File: config.mk
export PLATFORM = sky130hd
export DESIGN_NAME = round_robin_scheduler_with_sleep_flat
export DESIGN_NICKNAME = d
export VERILOG_FILES = /design/src/design/rrs_pkg.sv /design/src/design/rrs_chan_if.sv /design/src/design/rrs_ctrl.sv /design/src/design/rrs_dp.sv /design/src/design/round_robin_scheduler_with_sleep.sv /design/src/flat_wrapper.sv
export SDC_FILE = /design/constraint.sdc
export NUM_CORES = 1
export LEC_CHECK = 0
export BUFFER_PORTS_ARGS = -buffer_cell sky130_fd_sc_hd__buf_2
export CAP_MARGIN = 5
export CORE_ASPECT_RATIO = 2
export CORE_MARGIN = 2
export CORE_UTILIZATION = 25
export DETAILED_ROUTE_END_ITERATION = 16
export PLACE_DENSITY_LB_ADDON = 0.15
export SETUP_SLACK_MARGIN = 0.2
export SYNTH_ARGS = -nofsm -noshare
export SYNTH_HDL_FRONTEND = slang
export SYNTH_SLANG_ARGS = --single-unit
File: constraint.sdc
create_clock -name clk_i -period 4.75 [get_ports clk_i]
set_clock_uncertainty 0.2 [all_clocks]
set_input_delay 0.475 -clock clk_i [delete_from_list [all_inputs] [get_ports clk_i]]
set_output_delay 0.475 -clock clk_i [all_outputs]
set_load 0.02 [all_outputs]
File: src/design/rrs_pkg.sv
// ----------------------------------------------------------------------------
// rrs_pkg: shared types and constants of the round-robin scheduler
// Payload structs, command and status codes, sequencer states and the
// command / status bundles between controller and datapath.
// ----------------------------------------------------------------------------
package rrs_pkg;

  localparam int MAX_TASKS_DEF = 16;

  localparam int CFG_IDX_W  = 2;
  localparam int CFG_DATA_W = 10;

  localparam logic [CFG_IDX_W-1:0] CFG_SLICE = 2'd0;
  localparam logic [CFG_IDX_W-1:0] CFG_TPS   = 2'd1;

  localparam logic [7:0] SLICE_RST = 8'd10;
  localparam logic [9:0] TPS_RST   = 10'd100;

  typedef enum logic [2:0] {
    CMD_TICK   = 3'd0,
    CMD_CREATE = 3'd1,
    CMD_SLEEP  = 3'd2,
    CMD_TERM   = 3'd3,
    CMD_QUERY  = 3'd4
  } cmd_e;

  typedef enum logic [1:0] {
    STS_OK     = 2'd0,
    STS_NOSLOT = 2'd1,
    STS_NORUN  = 2'd2
  } status_e;

  typedef struct packed {
    logic [2:0]  cmd;
    logic        from_user;
    logic [15:0] sleep_seconds;
  } rrs_in_t;

  typedef struct packed {
    logic [1:0]  status;
    logic        running_valid;
    logic [3:0]  running_task;
    logic [3:0]  created_task;
    logic        switched;
    logic [31:0] system_ticks;
    logic [31:0] user_ticks;
    logic [31:0] total_ticks;
  } rrs_out_t;

  typedef struct packed {
    logic [CFG_IDX_W-1:0]  index;
    logic [CFG_DATA_W-1:0] value;
  } rrs_cfg_t;

  // sequencer states
  typedef enum logic [3:0] {
    ST_IDLE, ST_DISPATCH, ST_TCHG, ST_SLP_INIT, ST_SLP_A, ST_SLP_B,
    ST_TEXP, ST_CSCAN, ST_SMUL, ST_QRD, ST_FIN, ST_OUT
  } state_e;

  // datapath operations
  typedef enum logic [3:0] {
    OP_NONE, OP_LATCH, OP_DISPATCH, OP_TCHG, OP_SLP_INIT, OP_SLP_A, OP_SLP_B,
    OP_TEXP, OP_CSCAN, OP_SMUL, OP_QRD, OP_FIN, OP_OUT
  } op_e;

  typedef struct packed {
    op_e op;
  } ctl_cmd_t;

  typedef struct packed {
    logic [2:0] cmd;
    logic       rcount_zero;
    logic       scount_zero;
    logic       used_cur;
    logic       scan_last;
    logic       slp_last;
    logic       out_free;
  } dp_stat_t;

endpackage

File: src/design/rrs_chan_if.sv
// ----------------------------------------------------------------------------
// rrs_chan_if: valid/ready channel
// Generic channel carrying one payload beat per valid and ready handshake.
// ----------------------------------------------------------------------------
interface rrs_chan_if #(parameter type T = logic) ();
  logic valid;
  logic ready;
  T     data;

  modport source (output valid, output data, input ready);
  modport sink   (input valid, input data, output ready);
endinterface

File: src/design/rrs_ctrl.sv
// ----------------------------------------------------------------------------
// rrs_ctrl: scheduler sequencer
// Steps each command through its datapath operations, one per cycle.
// ----------------------------------------------------------------------------
module rrs_ctrl
  import rrs_pkg::*;
(
  input  logic     clk_i,
  input  logic     rst_ni,
  input  logic     in_valid_i,
  output logic     in_ready_o,
  input  dp_stat_t stat_i,
  output ctl_cmd_t cmd_o
);

  state_e state_q, state_d;

  // state register
  always_ff @(posedge clk_i or negedge rst_ni) begin
    if (!rst_ni) begin
      state_q <= ST_IDLE;
    end else begin
      state_q <= state_d;
    end
  end

  // next state
  always_comb begin
    state_d = state_q;
    unique case (state_q)
      ST_IDLE: begin
        if (in_valid_i) state_d = ST_DISPATCH;
      end
      ST_DISPATCH: begin
        case (stat_i.cmd)
          CMD_TICK:   state_d = stat_i.rcount_zero ? ST_SLP_INIT : ST_TCHG;
          CMD_CREATE: state_d = ST_CSCAN;
          CMD_QUERY:  state_d = stat_i.rcount_zero ? ST_FIN : ST_QRD;
          CMD_SLEEP:  state_d = stat_i.rcount_zero ? ST_FIN : ST_SMUL;
          default:    state_d = ST_FIN;
        endcase
      end
      ST_TCHG:     state_d = ST_SLP_INIT;
      ST_SLP_INIT: state_d = stat_i.scount_zero ? ST_TEXP : ST_SLP_A;
      ST_SLP_A:    state_d = ST_SLP_B;
      ST_SLP_B:    state_d = stat_i.slp_last ? ST_TEXP : ST_SLP_A;
      ST_TEXP:     state_d = ST_FIN;
      ST_CSCAN: begin
        if (!stat_i.used_cur || stat_i.scan_last) state_d = ST_FIN;
      end
      ST_SMUL:     state_d = ST_FIN;
      ST_QRD:      state_d = ST_FIN;
      ST_FIN:      state_d = ST_OUT;
      ST_OUT: begin
        if (stat_i.out_free) state_d = ST_IDLE;
      end
      default:     state_d = ST_IDLE;
    endcase
  end

  // outputs
  always_comb begin
    in_ready_o = 1'b0;
    cmd_o.op   = OP_NONE;
    unique case (state_q)
      ST_IDLE: begin
        in_ready_o = 1'b1;
        if (in_valid_i) cmd_o.op = OP_LATCH;
      end
      ST_DISPATCH: cmd_o.op = OP_DISPATCH;
      ST_TCHG:     cmd_o.op = OP_TCHG;
      ST_SLP_INIT: cmd_o.op = OP_SLP_INIT;
      ST_SLP_A:    cmd_o.op = OP_SLP_A;
      ST_SLP_B:    cmd_o.op = OP_SLP_B;
      ST_TEXP:     cmd_o.op = OP_TEXP;
      ST_CSCAN:    cmd_o.op = OP_CSCAN;
      ST_SMUL:     cmd_o.op = OP_SMUL;
      ST_QRD:      cmd_o.op = OP_QRD;
      ST_FIN:      cmd_o.op = OP_FIN;
      ST_OUT:      cmd_o.op = OP_OUT;
      default:     cmd_o.op = OP_NONE;
    endcase
  end

endmodule

File: src/design/rrs_dp.sv
// ----------------------------------------------------------------------------
// rrs_dp: scheduler datapath
// Process table, ready ring, sleep list, tick counters, config registers
// and the result register.
// ----------------------------------------------------------------------------
module rrs_dp
  import rrs_pkg::*;
#(
  parameter int MAX_TASKS = MAX_TASKS_DEF
) (
  input  logic     clk_i,
  input  logic     rst_ni,
  input  ctl_cmd_t cmd_i,
  output dp_stat_t stat_o,
  input  rrs_in_t  in_data_i,
  input  logic     cfg_valid_i,
  input  rrs_cfg_t cfg_data_i,
  output logic     out_valid_o,
  input  logic     out_ready_i,
  output rrs_out_t out_data_o
);

  localparam int SW = $clog2(MAX_TASKS);
  localparam int CW = $clog2(MAX_TASKS + 1);

  // control state
  logic [SW-1:0]        head_q, head_d;
  logic [CW-1:0]        rcnt_q, rcnt_d;
  logic [CW-1:0]        scnt_q, scnt_d;
  logic [7:0]           slice_q, slice_d;
  logic [31:0]          total_q, total_d;
  logic [MAX_TASKS-1:0] used_q, used_d;
  logic [7:0]           cfg_slice_q;
  logic [9:0]           cfg_tps_q;
  logic                 expire_q, expire_d;
  logic                 outv_q, outv_d;

  // per-command working registers
  logic [2:0]    cmd_q, cmd_d;
  logic          user_q, user_d;
  logic [15:0]   secs_q, secs_d;
  logic          was_valid_q, was_valid_d;
  logic [SW-1:0] was_task_q, was_task_d;
  logic [CW-1:0] idx_q, idx_d;
  logic [CW-1:0] kept_q, kept_d;
  logic [SW-1:0] s_q, s_d;
  logic [25:0]   prod_q, prod_d;
  status_e       status_q, status_d;
  logic [SW-1:0] created_q, created_d;
  logic [31:0]   sys_out_q, sys_out_d;
  logic [31:0]   usr_out_q, usr_out_d;
  rrs_out_t      out_q, out_d;

  // memories
  logic [SW-1:0] ring_mem [MAX_TASKS];
  logic [SW-1:0] sord_mem [MAX_TASKS];
  logic [31:0]   sleft_mem [MAX_TASKS];
  logic [31:0]   sys_mem [MAX_TASKS];
  logic [31:0]   usr_mem [MAX_TASKS];

  logic          ring_we, sord_we, sleft_we, sys_we, usr_we;
  logic [SW-1:0] ring_wa, ring_wd, ring_ra, ring_rd_q;
  logic [SW-1:0] sord_wa, sord_wd, sord_ra, sord_rd_q;
  logic [SW-1:0] sleft_wa, sleft_ra;
  logic [31:0]   sleft_wd, sleft_rd_q;
  logic [SW-1:0] cnt_wa, cnt_ra;
  logic [31:0]   sys_wd, usr_wd, sys_rd_q, usr_rd_q;

  // ring arithmetic
  logic [CW:0]   tail_sum;
  logic [SW-1:0] tail;
  logic [SW-1:0] head_inc;
  logic          out_free;
  logic          now_valid;
  logic [SW-1:0] now_task;

  assign tail_sum = (CW+1)'(head_q) + (CW+1)'(rcnt_q);
  assign tail     = (tail_sum >= (CW+1)'(MAX_TASKS)) ?
                    SW'(tail_sum - (CW+1)'(MAX_TASKS)) : SW'(tail_sum);
  assign head_inc = (head_q == SW'(MAX_TASKS - 1)) ? '0 : head_q + SW'(1);
  assign out_free = !outv_q || out_ready_i;
  assign now_valid = (rcnt_q != '0);
  assign now_task  = now_valid ? ring_rd_q : '0;

  // status to the sequencer
  always_comb begin
    stat_o.cmd         = cmd_q;
    stat_o.rcount_zero = (rcnt_q == '0);
    stat_o.scount_zero = (scnt_q == '0);
    stat_o.used_cur    = used_q[idx_q[SW-1:0]];
    stat_o.scan_last   = (idx_q == CW'(MAX_TASKS - 1));
    stat_o.slp_last    = ((idx_q + CW'(1)) == scnt_q);
    stat_o.out_free    = out_free;
  end

  // operation decode
  always_comb begin
    head_d = head_q; rcnt_d = rcnt_q; scnt_d = scnt_q; slice_d = slice_q;
    total_d = total_q; used_d = used_q; expire_d = expire_q;
    cmd_d = cmd_q; user_d = user_q; secs_d = secs_q;
    was_valid_d = was_valid_q; was_task_d = was_task_q;
    idx_d = idx_q; kept_d = kept_q; s_d = s_q; prod_d = prod_q;
    status_d = status_q; created_d = created_q;
    sys_out_d = sys_out_q; usr_out_d = usr_out_q;
    out_d = out_q;
    outv_d = outv_q && !out_ready_i;

    ring_we = 1'b0; ring_wa = tail; ring_wd = was_task_q; ring_ra = head_q;
    sord_we = 1'b0; sord_wa = kept_q[SW-1:0]; sord_wd = s_q; sord_ra = '0;
    sleft_we = 1'b0; sleft_wa = s_q; sleft_wd = '0; sleft_ra = s_q;
    sys_we = 1'b0; usr_we = 1'b0; cnt_wa = was_task_q; cnt_ra = was_task_q;
    sys_wd = '0; usr_wd = '0;

    unique case (cmd_i.op)
      OP_LATCH: begin
        cmd_d     = in_data_i.cmd;
        user_d    = in_data_i.from_user;
        secs_d    = in_data_i.sleep_seconds;
        status_d  = STS_OK;
        created_d = '0;
        sys_out_d = '0;
        usr_out_d = '0;
        expire_d  = 1'b0;
      end
      OP_DISPATCH: begin
        was_valid_d = now_valid;
        was_task_d  = now_task;
        idx_d       = '0;
        cnt_ra      = ring_rd_q;
        prod_d      = secs_q * cfg_tps_q;
        if (cmd_q == CMD_TICK) begin
          total_d = total_q + 32'd1;
        end else if (cmd_q == CMD_SLEEP || cmd_q == CMD_TERM || cmd_q == CMD_QUERY) begin
          if (!now_valid) begin
            status_d = STS_NORUN;
          end else if (cmd_q != CMD_QUERY) begin
            // pop the running task
            head_d = head_inc;
            rcnt_d = rcnt_q - CW'(1);
            if (rcnt_q > CW'(1)) slice_d = cfg_slice_q;
            if (cmd_q == CMD_TERM) used_d[ring_rd_q] = 1'b0;
          end
        end
      end
      OP_TCHG: begin
        if (user_q) begin
          usr_we = 1'b1;
          usr_wd = usr_rd_q + 32'd1;
        end else begin
          sys_we = 1'b1;
          sys_wd = sys_rd_q + 32'd1;
        end
        if (slice_q <= 8'd1) begin
          slice_d  = '0;
          expire_d = 1'b1;
        end else begin
          slice_d = slice_q - 8'd1;
        end
      end
      OP_SLP_INIT: begin
        idx_d   = '0;
        kept_d  = '0;
        sord_ra = '0;
      end
      OP_SLP_A: begin
        s_d      = sord_rd_q;
        sleft_ra = sord_rd_q;
      end
      OP_SLP_B: begin
        if (sleft_rd_q <= 32'd1) begin
          // due: append to the ready ring
          if (rcnt_q < CW'(MAX_TASKS)) begin
            ring_we = 1'b1;
            ring_wd = s_q;
            rcnt_d  = rcnt_q + CW'(1);
            if (rcnt_q == '0) slice_d = cfg_slice_q;
          end
        end else begin
          sleft_we = 1'b1;
          sleft_wd = sleft_rd_q - 32'd1;
          sord_we  = 1'b1;
          kept_d   = kept_q + CW'(1);
        end
        idx_d   = idx_q + CW'(1);
        sord_ra = SW'(idx_q + CW'(1));
        if ((idx_q + CW'(1)) == scnt_q) scnt_d = kept_d;
      end
      OP_TEXP: begin
        if (expire_q) begin
          ring_we = 1'b1;
          head_d  = head_inc;
          slice_d = cfg_slice_q;
        end
      end
      OP_CSCAN: begin
        if (!used_q[idx_q[SW-1:0]]) begin
          used_d[idx_q[SW-1:0]] = 1'b1;
          sys_we    = 1'b1;
          usr_we    = 1'b1;
          cnt_wa    = idx_q[SW-1:0];
          created_d = idx_q[SW-1:0];
          if (rcnt_q < CW'(MAX_TASKS)) begin
            ring_we = 1'b1;
            ring_wd = idx_q[SW-1:0];
            rcnt_d  = rcnt_q + CW'(1);
            if (rcnt_q == '0) slice_d = cfg_slice_q;
          end
        end else if (idx_q == CW'(MAX_TASKS - 1)) begin
          status_d = STS_NOSLOT;
        end
        idx_d = idx_q + CW'(1);
      end
      OP_SMUL: begin
        sleft_we = 1'b1;
        sleft_wa = was_task_q;
        sleft_wd = 32'(prod_q);
        if (scnt_q < CW'(MAX_TASKS)) begin
          sord_we = 1'b1;
          sord_wa = scnt_q[SW-1:0];
          sord_wd = was_task_q;
          scnt_d  = scnt_q + CW'(1);
        end
      end
      OP_QRD: begin
        sys_out_d = sys_rd_q;
        usr_out_d = usr_rd_q;
      end
      OP_FIN: begin
        ring_ra = head_q;
      end
      OP_OUT: begin
        if (out_free) begin
          out_d.status        = status_q;
          out_d.running_valid = now_valid;
          out_d.running_task  = 4'(now_task);
          out_d.created_task  = 4'(created_q);
          out_d.switched      = (now_valid != was_valid_q) || (now_task != was_task_q);
          out_d.system_ticks  = sys_out_q;
          out_d.user_ticks    = usr_out_q;
          out_d.total_ticks   = total_q;
          outv_d              = 1'b1;
        end
      end
      default: begin
      end
    endcase
  end

  // control registers
  always_ff @(posedge clk_i or negedge rst_ni) begin
    if (!rst_ni) begin
      head_q      <= '0;
      rcnt_q      <= '0;
      scnt_q      <= '0;
      slice_q     <= '0;
      total_q     <= '0;
      used_q      <= '0;
      expire_q    <= 1'b0;
      outv_q      <= 1'b0;
      cfg_slice_q <= SLICE_RST;
      cfg_tps_q   <= TPS_RST;
    end else begin
      head_q   <= head_d;
      rcnt_q   <= rcnt_d;
      scnt_q   <= scnt_d;
      slice_q  <= slice_d;
      total_q  <= total_d;
      used_q   <= used_d;
      expire_q <= expire_d;
      outv_q   <= outv_d;
      if (cfg_valid_i) begin
        case (cfg_data_i.index)
          CFG_SLICE: cfg_slice_q <= cfg_data_i.value[7:0];
          CFG_TPS:   cfg_tps_q   <= cfg_data_i.value;
          default: begin
          end
        endcase
      end
    end
  end

  // payload registers
  always_ff @(posedge clk_i) begin
    cmd_q       <= cmd_d;
    user_q      <= user_d;
    secs_q      <= secs_d;
    was_valid_q <= was_valid_d;
    was_task_q  <= was_task_d;
    idx_q       <= idx_d;
    kept_q      <= kept_d;
    s_q         <= s_d;
    prod_q      <= prod_d;
    status_q    <= status_d;
    created_q   <= created_d;
    sys_out_q   <= sys_out_d;
    usr_out_q   <= usr_out_d;
    out_q       <= out_d;
  end

  // ready ring
  always_ff @(posedge clk_i) begin
    if (ring_we) ring_mem[ring_wa] <= ring_wd;
    ring_rd_q <= ring_mem[ring_ra];
  end

  // sleep order list
  always_ff @(posedge clk_i) begin
    if (sord_we) sord_mem[sord_wa] <= sord_wd;
    sord_rd_q <= sord_mem[sord_ra];
  end

  // sleep ticks left
  always_ff @(posedge clk_i) begin
    if (sleft_we) sleft_mem[sleft_wa] <= sleft_wd;
    sleft_rd_q <= sleft_mem[sleft_ra];
  end

  // per-task tick counters
  always_ff @(posedge clk_i) begin
    if (sys_we) sys_mem[cnt_wa] <= sys_wd;
    if (usr_we) usr_mem[cnt_wa] <= usr_wd;
    sys_rd_q <= sys_mem[cnt_ra];
    usr_rd_q <= usr_mem[cnt_ra];
  end

  assign out_valid_o = outv_q;
  assign out_data_o  = out_q;

endmodule

File: src/design/round_robin_scheduler_with_sleep.sv
// ----------------------------------------------------------------------------
// round_robin_scheduler_with_sleep: round-robin task scheduler
// Fixed process table with ready ring, time slices and a sleep list.
// ----------------------------------------------------------------------------
//  channel | dir | payload                                  | beat
//  in_i    | in  | cmd, from_user, sleep_seconds            | one command
//  out_o   | out | status, running, created, switched, cnts | one result
//  cfg_i   | in  | index, value                             | one reg write
//
//  Tick: charges the running task if any, then visits each sleeper.
//  Create: table scan through the occupied slots before the free one.
//  Sleep writes the sleep list, query reads the counters, if a task runs.
//  Reset clears the table and queues at once; no clearing pass.
//  A finished result waits in the output register while the next command
//  is accepted; a command only stalls at its last step if that is still full.
// ----------------------------------------------------------------------------
module round_robin_scheduler_with_sleep
  import rrs_pkg::*;
#(
  parameter int MAX_TASKS = MAX_TASKS_DEF
) (
  input logic       clk_i,
  input logic       rst_ni,
  rrs_chan_if.sink   in_i,
  rrs_chan_if.source out_o,
  rrs_chan_if.sink   cfg_i
);

  ctl_cmd_t ctl_cmd;
  dp_stat_t dp_stat;

  assign cfg_i.ready = 1'b1;

  rrs_ctrl u_ctrl (
    .clk_i      (clk_i),
    .rst_ni     (rst_ni),
    .in_valid_i (in_i.valid),
    .in_ready_o (in_i.ready),
    .stat_i     (dp_stat),
    .cmd_o      (ctl_cmd)
  );

  rrs_dp #(
    .MAX_TASKS (MAX_TASKS)
  ) u_dp (
    .clk_i       (clk_i),
    .rst_ni      (rst_ni),
    .cmd_i       (ctl_cmd),
    .stat_o      (dp_stat),
    .in_data_i   (in_i.data),
    .cfg_valid_i (cfg_i.valid),
    .cfg_data_i  (cfg_i.data),
    .out_valid_o (out_o.valid),
    .out_ready_i (out_o.ready),
    .out_data_o  (out_o.data)
  );

endmodule

File: src/flat_wrapper.sv
// flat-port wrapper written by rule: the top's interface ports become plain ports
module round_robin_scheduler_with_sleep_flat import rrs_pkg::*;
#(
  parameter int MAX_TASKS = MAX_TASKS_DEF
)
  (clk_i, rst_ni, in_i_valid, in_i_data, in_i_ready, out_o_valid, out_o_data, out_o_ready, cfg_i_valid, cfg_i_data, cfg_i_ready);
  rrs_chan_if in_i_i ();
  rrs_chan_if out_o_i ();
  rrs_chan_if cfg_i_i ();
  input logic clk_i;
  input logic rst_ni;
  input wire logic [$bits(in_i_i.valid)-1:0] in_i_valid;
  input wire logic [$bits(in_i_i.data)-1:0] in_i_data;
  output wire logic [$bits(in_i_i.ready)-1:0] in_i_ready;
  output wire logic [$bits(out_o_i.valid)-1:0] out_o_valid;
  output wire logic [$bits(out_o_i.data)-1:0] out_o_data;
  input wire logic [$bits(out_o_i.ready)-1:0] out_o_ready;
  input wire logic [$bits(cfg_i_i.valid)-1:0] cfg_i_valid;
  input wire logic [$bits(cfg_i_i.data)-1:0] cfg_i_data;
  output wire logic [$bits(cfg_i_i.ready)-1:0] cfg_i_ready;
  assign in_i_i.valid = in_i_valid;
  assign in_i_i.data = in_i_data;
  assign in_i_ready = in_i_i.ready;
  assign out_o_valid = out_o_i.valid;
  assign out_o_data = out_o_i.data;
  assign out_o_i.ready = out_o_ready;
  assign cfg_i_i.valid = cfg_i_valid;
  assign cfg_i_i.data = cfg_i_data;
  assign cfg_i_ready = cfg_i_i.ready;
  round_robin_scheduler_with_sleep #(.MAX_TASKS(MAX_TASKS)) u_core (.clk_i(clk_i), .rst_ni(rst_ni), .in_i(in_i_i), .out_o(out_o_i), .cfg_i(cfg_i_i));
endmodule
==> flow_summary.toml, run 1 <==
[run_status]
status = "finished, final reports clean"

[routing]
drt_iter0_drc = 1067
postRouteAntennaNets = 0
wl_per_cell_um = 22.0
dr.pass1.iters = 5
routed_wl_um = 80900
viasPerCell = 4.60
vias = 16900
drc = 0

[layout]
final_common_cell = "edfxtp_1"
fin_cells = 3674
final_nets = 2089
seq_area_mm2 = 0.0218
final_util_pct = 29.3
final_cell_mix = "edfxtp_1, nand2_1, nand3_1"
multi_input_area_mm2 = 0.00796
drive_above_1_share_pct = 15.9
syn2layout_area_growth_pct = 16.6
fill_cells = 12000

[sta]
setup_viol = 0
fmax_ghz = 0.251
finalHoldViolCount = 0
finalSetupTns_ns = 0
maxSlewHeadroom_pct = 16.6
grt_setup_unrepaired = "false"
final_max_slew_viol_count = 0
fin_crit_ns = 3.98
tightest_slew_ns = 1.25
fin_crit_sh_pct = 83.8
holdWs_ns = 0.222

[pwr]
p_per_area_mw_per_mm2 = 575
ir_worst_vdd_mv = 0.410
power_mw = 20.2
p_leak_nw = 11.5

[clocking]
clkTransAtPathRegs_ns = 0.06
cts_htree_levels = 3
cts_hold_buf = 6
post_cts_buffers = 0
numCtsBuffers = 78
insertion_delay_ns = 0.65
cts_max_path_buffers = 3
ctsRootBufferMaster = "clkbuf_16"
clock-sinks = 748
cts_tree = "built"
cts.repair.resized = 0

[logic_synthesis]
syn_area_mm2 = 0.0301
avgSynthCellArea_um2 = 15.1
yosys_warnings = 0
synth-seq-area-share_pct = 72.5
ys_ff_latch = 748
synth_fp_nets = 2014
synth_cell_types = 63
synth_edf_count = 657
synthFlopType = "edfxtp_1"
synthArstFlopShare_pct = 6.28
synth_cells = 1988

[die]
ioPinCount = 11
die-area_mm2 = 0.123
core_area_mm2 = 0.120
start_util_pct = 25.1
placementRows = 180
chipWidth_um = 249
die_h_um = 494

[setup_path]
cp_slowest_cell = "nor4_1"
arrival_ns = 4.06
critPathTopFamily = "simple AND/OR/NAND/NOR gates"
path_max_fanout = 16
worstSetupPathType = "register to register"
worst-path-buf-inv = 1
critical_path.cell_chain = "or4_1 > nand2b_1 > or4_4 > nor3_4 > nor3_2 > buf_4 > nor4_1"
start_kind = "register"
cpPeakStageDelay_ns = 0.73
ff2ff_path_depth = 7
worstPathRequired_ns = 4.83
crit_path_end_kind = "register"
crit_cells = 7

[placed_design]
placedCellCount = 3521
place_hpwl_um = 48300
port_buffers = 9
gp_congestion = 0.739

[hold_path]
min_path_cells = 0
hold_class = "register to register"

[grt]
grt_overflow_total = 0
track_usage_pct = 13.2
grt_pass1_vias = 17500
grt_pass1_wl_um = 121000
grt_antenna_before_repair = 5
grt_max_degree = 77

[job]
drv_cap = 0
## final timing paths
| kind | from | end | slack (ns) |
|---|---|---|---|
| worst max-delay path | u_core.u_dp.sleft_rd_q[12] | u_core.u_dp.ring_mem[0][2] | 0.77 |
| worst min-delay path | u_core.u_dp.secs_q[0] | u_core.u_dp.prod_q[6] | 0.22 |
| worst max register to register | u_core.u_dp.sleft_rd_q[12] | u_core.u_dp.ring_mem[0][2] | 0.77 |
| worst min register to register | u_core.u_dp.secs_q[0] | u_core.u_dp.prod_q[6] | 0.22 |
| max in group asynchronous | rst_ni | u_core.u_dp.used_q[10] | 3.61 |
| min in group asynchronous | rst_ni | u_core.u_dp.total_q[0] | 0.28 |
## synthesized netlist by cell type (5+ instances only)
library cell | n | area [um2]
o2111ai_1 | 5 | 43.8
buf_2 | 8 | 40.0
mux4_2 | 78 | 1760
a31oi_1 | 16 | 100
mux2_2 | 21 | 236
and3_1 | 8 | 50.1
mux2i_1 | 54 | 541
and2_1 | 5 | 31.3
o21ai_0 | 56 | 280
o211ai_1 | 6 | 45.0
a22oi_1 | 39 | 293
clkbuf_1 | 80 | 300
a221oi_1 | 9 | 78.8
nand4_1 | 35 | 219
a21oi_1 | 32 | 160
a21o_1 | 17 | 128
ha_1 | 18 | 225
nor2b_1 | 12 | 75.1
xor2_1 | 17 | 149
nand2_1 | 287 | 1080
a211oi_1 | 6 | 45.0
or4_4 | 5 | 56.3
nand2b_1 | 11 | 68.8
buf_1 | 9 | 33.8
inv_1 | 25 | 93.8
nor3b_1 | 5 | 37.5
nor4_1 | 21 | 131
a32oi_1 | 17 | 149
or3_1 | 9 | 56.3
dfrtp_1 | 46 | 1150
edfxtp_1 | 657 | 19700
nand3_1 | 105 | 526
nor3_1 | 32 | 160
dfxtp_1 | 44 | 881
nor2_1 | 118 | 443
xnor2_1 | 28 | 245
## routing by layer
metal / routed length [um] / share of wire (%) / global-route usage (%) / up-vias
met5: 0 / 0 / 0 / -
met4: 1960 / 2.4 / 4.48 / 0
met3: 2710 / 3.4 / 1.87 / 93
met2: 38800 / 48 / 21.6 / 299
met1: 37500 / 46 / 17.9 / 8723
li1: - / - / - / 7777
## stage by stage
stage / instance area (um2) / setup slack (ns)
2_1_floorplan: 30100 / 1.19
3_5_place_dp: 32500 / 0.761
6_report: 35100 / 0.769
4_1_cts: 35000 / 0.727
5_1_grt: 35100 / 0.447
3_3_place_gp: 32500 / 0.878
## layout make-up
class / count / share of cell area (%)
Antenna cell: 1 / 0.00714
Clock buffer: 105 / 6.27
Multi-Input combinational cell: 1113 / 22.7
Sequential cell: 748 / 62.1
Tap cell: 1547 / 5.52
Inverter: 27 / 0.293
Clock inverter: 38 / 0.849
Timing Repair Buffer: 95 / 2.23
## worst reg2reg max path: cells and delay by family, from the launching register on
family | cells | cell delay [ns]
buf+inv | 1 | 0.21
flops | 1 | 0.36
simple gates | 6 | 2.84
## registers in the layout, indices dropped and copies added (netlist names), 5 cells and up
name and flops:
u_core.u_dp.sleft_mem 512, u_core.u_dp.ring_mem 64, u_core.u_dp.sord_mem 64, u_core.u_dp.sleft_rd_q 32
u_core.u_dp.idx_q 5, u_core.u_dp.scnt_q 5, u_core.u_dp.rcnt_q 5, u_core.u_dp.used_q 16
u_core.u_dp.kept_q 5, u_core.u_dp.slice_q 8
## report_power, final
part / switching, mW / internal [mW]
clock: 2.58 / 3.47
sequential: 0.500 / 7.85
combinational: 3.70 / 2.06
total: 6.78 / 13.4
## cells by family (layout without fill, tap and decap cells)
kind of cell,count (synthesis),after routing,share of synthesized area [%]
AO/OA/AOI/OAI,227,227,5.06
XOR/XNOR,46,46,1.39
adder cells (fa/ha/maj),19,19,0.816
buffers and inverters,127,265,1.68
flip-flops,748,748,72.5
multiplexers,153,153,8.43
other,1,2,0.0125
AND/OR/NAND/NOR,667,667,10.2
Note: power is estimated with default switching activity, not from simulation.
==> run 2: changes to the inputs <==
Clock period 4.75 ns to 3.9 ns, I/O delays scaled along.
==> flow_summary.toml, run 2 (synthesis results as in run 1) <==
[die]
placementRows = 180
die_h_um = 494
ioPinCount = 11
die-area_mm2 = 0.123
start_util_pct = 25.1
core_area_mm2 = 0.120
chipWidth_um = 249

[layout]
fin_cells = 3730
final_common_cell = "edfxtp_1"
largest_register_ffs = 512
final_cell_mix = "edfxtp_1, nand2_1, nand3_1"
top_register = "u_core.u_dp.sleft_mem"
final_nets = 2142
largest_registers = "u_core.u_dp.sleft_mem: 512 flops, u_core.u_dp.ring_mem: 64 flops, u_core.u_dp.sord_mem: 64 flops"
stdcell_area_mm2 = 0.0359
drive_above_1_share_pct = 19.0
syn2layout_area_growth_pct = 19.4
multi_input_area_mm2 = 0.00802
seq_area_mm2 = 0.0218
fill_cells = 12000

[setup_path]
critPathTopFamily = "simple AND/OR/NAND/NOR gates"
worstPathRequired_ns = 3.99
cpPeakStageDelay_ns = 0.67
start_kind = "register"
path_max_fanout = 16
cp_slowest_cell = "or4_4"
arrival_ns = 3.70
crit_path_end_kind = "register"
worst-path-buf-inv = 1
worstSetupPathType = "register to register"
critical_path.cell_chain = "or4_1 > nand2b_1 > or4_4 > nor3_4 > nor3_2 > buf_4 > nor3_1"
ff2ff_setup_slack_ns = 0.29

[pwr]
power_mw = 25.3
ir_worst_vdd_mv = 0.392
p_leak_nw = 11.9
p_per_area_mw_per_mm2 = 704

[sta]
fmax_ghz = 0.277
fin_crit_sh_pct = 92.6
finalHoldViolCount = 0
finalSetupTns_ns = 0
tightest_slew_ns = 1.19
setup_viol = 0
maxSlewHeadroom_pct = 20.5
grt_setup_unrepaired = "true"
final_max_slew_viol_count = 0
fin_crit_ns = 3.61

[routing]
drt_iter0_drc = 1194
wl_per_cell_um = 23.6
vias = 17400
routed_wl_um = 88100
m1WireLength_um = 39900
postRouteAntennaNets = 0
dr.pass1.iters = 5
wl_met3_um = 2580
routed.top_layer = "met4"
viasPerCell = 4.65
wl_met2_um = 44000
drc = 0

[clocking]
clkTransAtPathRegs_ns = 0.06
clock-sinks = 748
insertion_delay_ns = 0.66
cts_tree = "built"
cts_htree_levels = 3
numCtsBuffers = 78
cts_max_path_buffers = 3
ctsRootBufferMaster = "clkbuf_16"

[grt]
grt_pass1_vias = 18100
track_usage_pct = 14.4
grt_antenna_before_repair = 1
grt_max_degree = 48
grt_overflow_total = 0
grt_pass1_wl_um = 130000

[placed_design]
placedCellCount = 3577
place_hpwl_um = 52000
placed_area_mm2 = 0.0332
gp_congestion = 0.744
port_buffers = 9

[run_status]
status = "finished, final reports clean"

[job]
drv_cap = 0

[hold_path]
hold_class = "input pin to async pin"
run 2: per-stage QoR:
stage	util (%)	hold WS, ns	setup WS, ns
2_1_floorplan	-	-0.106	0.338
4_1_cts	29.9	0.127	0.207
5_1_grt	30.0	0.198	0.171
3_5_place_dp	27.7	0.216	0.150
3_3_place_gp	27.7	0.209	0.178
6_report	30.0	0.146	0.290
run 2: final cells by class:
class                   instances  share of cell area, %
clock buffers                  97                   5.90
inverters                      27                  0.286
clock inverters                49                   1.21
multi-input cells            1113                   22.3
repair buffers                148                   4.22
well taps                    1547                   5.39
flip-flops and latches        748                   60.7
diodes                          1                0.00697
run 2: metal layers:
layer | vias up | global-route usage, %
met5 | - | 0
met4 | 0 | 4.27
met3 | 91 | 1.73
met2 | 274 | 24.4
met1 | 9082 | 19.2
li1 | 7903 | -
run 2: timing repair:
action	CTS	global route
setup endpoints to repair	48	113
gates resized for setup	3	12
hold buffers	6	0
setup buffers	0	0
hold endpoints to repair	34	0
run 2: where the power goes:
part / internal, mW / total [mW] / switching, mW
Sequential: 9.56 / 10.1 / 0.586
Clock: 4.34 / 7.55 / 3.22
Combinational: 2.80 / 7.60 / 4.79
Total: 16.7 / 25.3 / 8.60
run 2: path summary, 6_finish.rpt:
check | startpoint | to | depth (start not counted)
max reg2reg | u_core.u_dp.sleft_rd_q[12] | u_core.u_dp.ring_mem[3][3] | 7
max in group asynchronous | rst_ni | u_core.u_dp.used_q[12] | 3
min reg2reg | u_core.u_dp.secs_q[0] | u_core.u_dp.prod_q[6] | 0
max | u_core.u_dp.sleft_rd_q[12] | u_core.u_dp.ring_mem[3][3] | 7
min in group clk_i | u_core.u_dp.secs_q[0] | u_core.u_dp.prod_q[6] | 0
min | rst_ni | u_core.u_dp.out_valid_o | 2
==> run 3: changes to the inputs <==
Settings changed: CORE_UTILIZATION 25 to 61.
==> flow_summary.toml, run 3 (synthesis results as in run 1) <==
[sta]
setup_viol = 0
grt_setup_unrepaired = "true"
finalHoldViolCount = 0
maxSlewHeadroom_pct = 17.0
fmax_ghz = 0.276
final_max_slew_viol_count = 0
finalSetupTns_ns = 0
layout_setup_ws_ns = 0.277
tightest_slew_ns = 1.24
fin_crit_ns = 3.62
fin_crit_sh_pct = 92.9

[layout]
multi_input_area_mm2 = 0.00806
final_nets = 2092
final_common_cell = "edfxtp_1"
num_antenna_cells = 0
top_register = "u_core.u_dp.sleft_mem"
largest_register_ffs = 512
drive_above_1_share_pct = 16.7
final_util_pct = 69.1
syn2layout_area_growth_pct = 12.3
final_cell_mix = "edfxtp_1, nand2_1, nand3_1"
fill_cells = 3257
largest_registers = "u_core.u_dp.sleft_mem: 512 flops, u_core.u_dp.ring_mem: 64 flops, u_core.u_dp.sord_mem: 64 flops"
seq_area_mm2 = 0.0218
stdcell_area_mm2 = 0.0338
fin_cells = 2758

[hold_path]
hold_class = "register to register"
hp-start = "u_core.u_dp.secs_q[0]"

[setup_path]
cp_slowest_cell = "or4_1"
cpPeakStageDelay_ns = 0.62
critPathTopFamily = "simple AND/OR/NAND/NOR gates"
arrival_ns = 3.73
crit_path_end_kind = "register"
timing.rr.start = "u_core.u_dp.sleft_rd_q[12]"
path_max_fanout = 8
worst-path-buf-inv = 1
worstSetupPathType = "register to register"
crit_path_start = "u_core.u_dp.sleft_rd_q[12]"
critical_path.cell_chain = "or4_1 > nand2b_2 > buf_4 > or4_4 > nor3_4 > nor2_1 > a221o_2"
worstPathRequired_ns = 4.01
start_kind = "register"

[die]
chipWidth_um = 161
die-area_mm2 = 0.0512
die_h_um = 318
start_util_pct = 61.5
core_area_mm2 = 0.0489
placementRows = 115
ioPinCount = 11

[job]
drv_cap = 0

[routing]
drc = 0
drt_iter0_drc = 1807
viasPerCell = 6.30
wl_per_cell_um = 24.8
dr.pass1.iters = 5
routed_wl_um = 68500
vias = 17400
postRouteAntennaNets = 0

[clocking]
cts_htree_levels = 2
insertion_delay_ns = 0.61
numCtsBuffers = 60
clock-sinks = 748
ctsRootBufferMaster = "clkbuf_16"
clkTransAtPathRegs_ns = 0.07
cts_max_path_buffers = 3
cts_tree = "built"

[pwr]
ir_worst_vdd_mv = 0.586
p_leak_nw = 11.4
p_per_area_mw_per_mm2 = 694

[grt]
track_usage_pct = 26.5
grt_pass1_wl_um = 103000
grt_max_degree = 75
grt_overflow_total = 0
grt_pass1_vias = 17300
grt_antenna_before_repair = 0

[placed_design]
place_hpwl_um = 40500
gp_congestion = 0.855
placed_area_mm2 = 0.0315
post-place-ws_ns = 0.144
port_buffers = 9
placedCellCount = 2634

[run_status]
status = "finished, final reports clean"
[run 3: stage by stage]
step,power [mW],hold WS [ns]
after floorplan,14.6,-0.106
after CTS,23.4,0.235
after global placement,17.0,0.223
final,23.5,0.241
after global routing,24.4,0.262
after detailed placement,17.1,0.227
[run 3: power breakdown]
group          leakage [nW]  switching, mW  total, mW  internal [mW]
clock                  1.02           2.74       6.39           3.65
combinational          3.60           4.28       6.93           2.65
sequential             6.78          0.581       10.1           9.56
total                  11.4           7.60       23.5           15.9
[run 3: worst paths after layout]
path,end,slack [ns],depth (start not counted)
max,u_core.u_dp.ring_mem[15][0],0.28,7
min,u_core.u_dp.prod_q[6],0.24,0
max reg2reg,u_core.u_dp.ring_mem[15][0],0.28,7
min reg2reg,u_core.u_dp.prod_q[6],0.24,0
max in group asynchronous,u_core.u_dp.used_q[0],2.50,2
min in group asynchronous,u_core.u_dp.cfg_slice_q[0],0.33,2
[run 3: worst reg2reg max path: stages (launching register included)]
cell      delay [ns]
dfxtp_1         0.36
or4_1           0.62
nand2b_2        0.30
buf_4           0.19
or4_4           0.61
nor3_4          0.27
nor2_1          0.24
a221o_2         0.53
[run 3: area by class of cell]
cell class	instances	share of cell area (%)
Sequential cell	748	64.5
Multi-Input combinational cell	1118	23.8
Clock buffer	71	4.72
Timing Repair Buffer	111	2.81
Tap cell	643	2.38
Clock inverter	40	1.44
Inverter	27	0.300
[run 3: what timing repair did]
action	CTS	global route
endpoints found under the hold margin	53	0
pin swaps	1	5
endpoints found under the setup margin	112	273
resized for setup	5	16
hold buffers	6	0
setup buffers	1	1
cloned	0	5
[run 3: routing by layer]
layer / up-vias / track usage (%) / wire (um)
met5: - / 0 / 0
li1: 7774 / - / -
met1: 8740 / 35.8 / 26900
met2: 716 / 44.9 / 34900
met4: 0 / 9.27 / 2320
met3: 138 / 3.48 / 4300
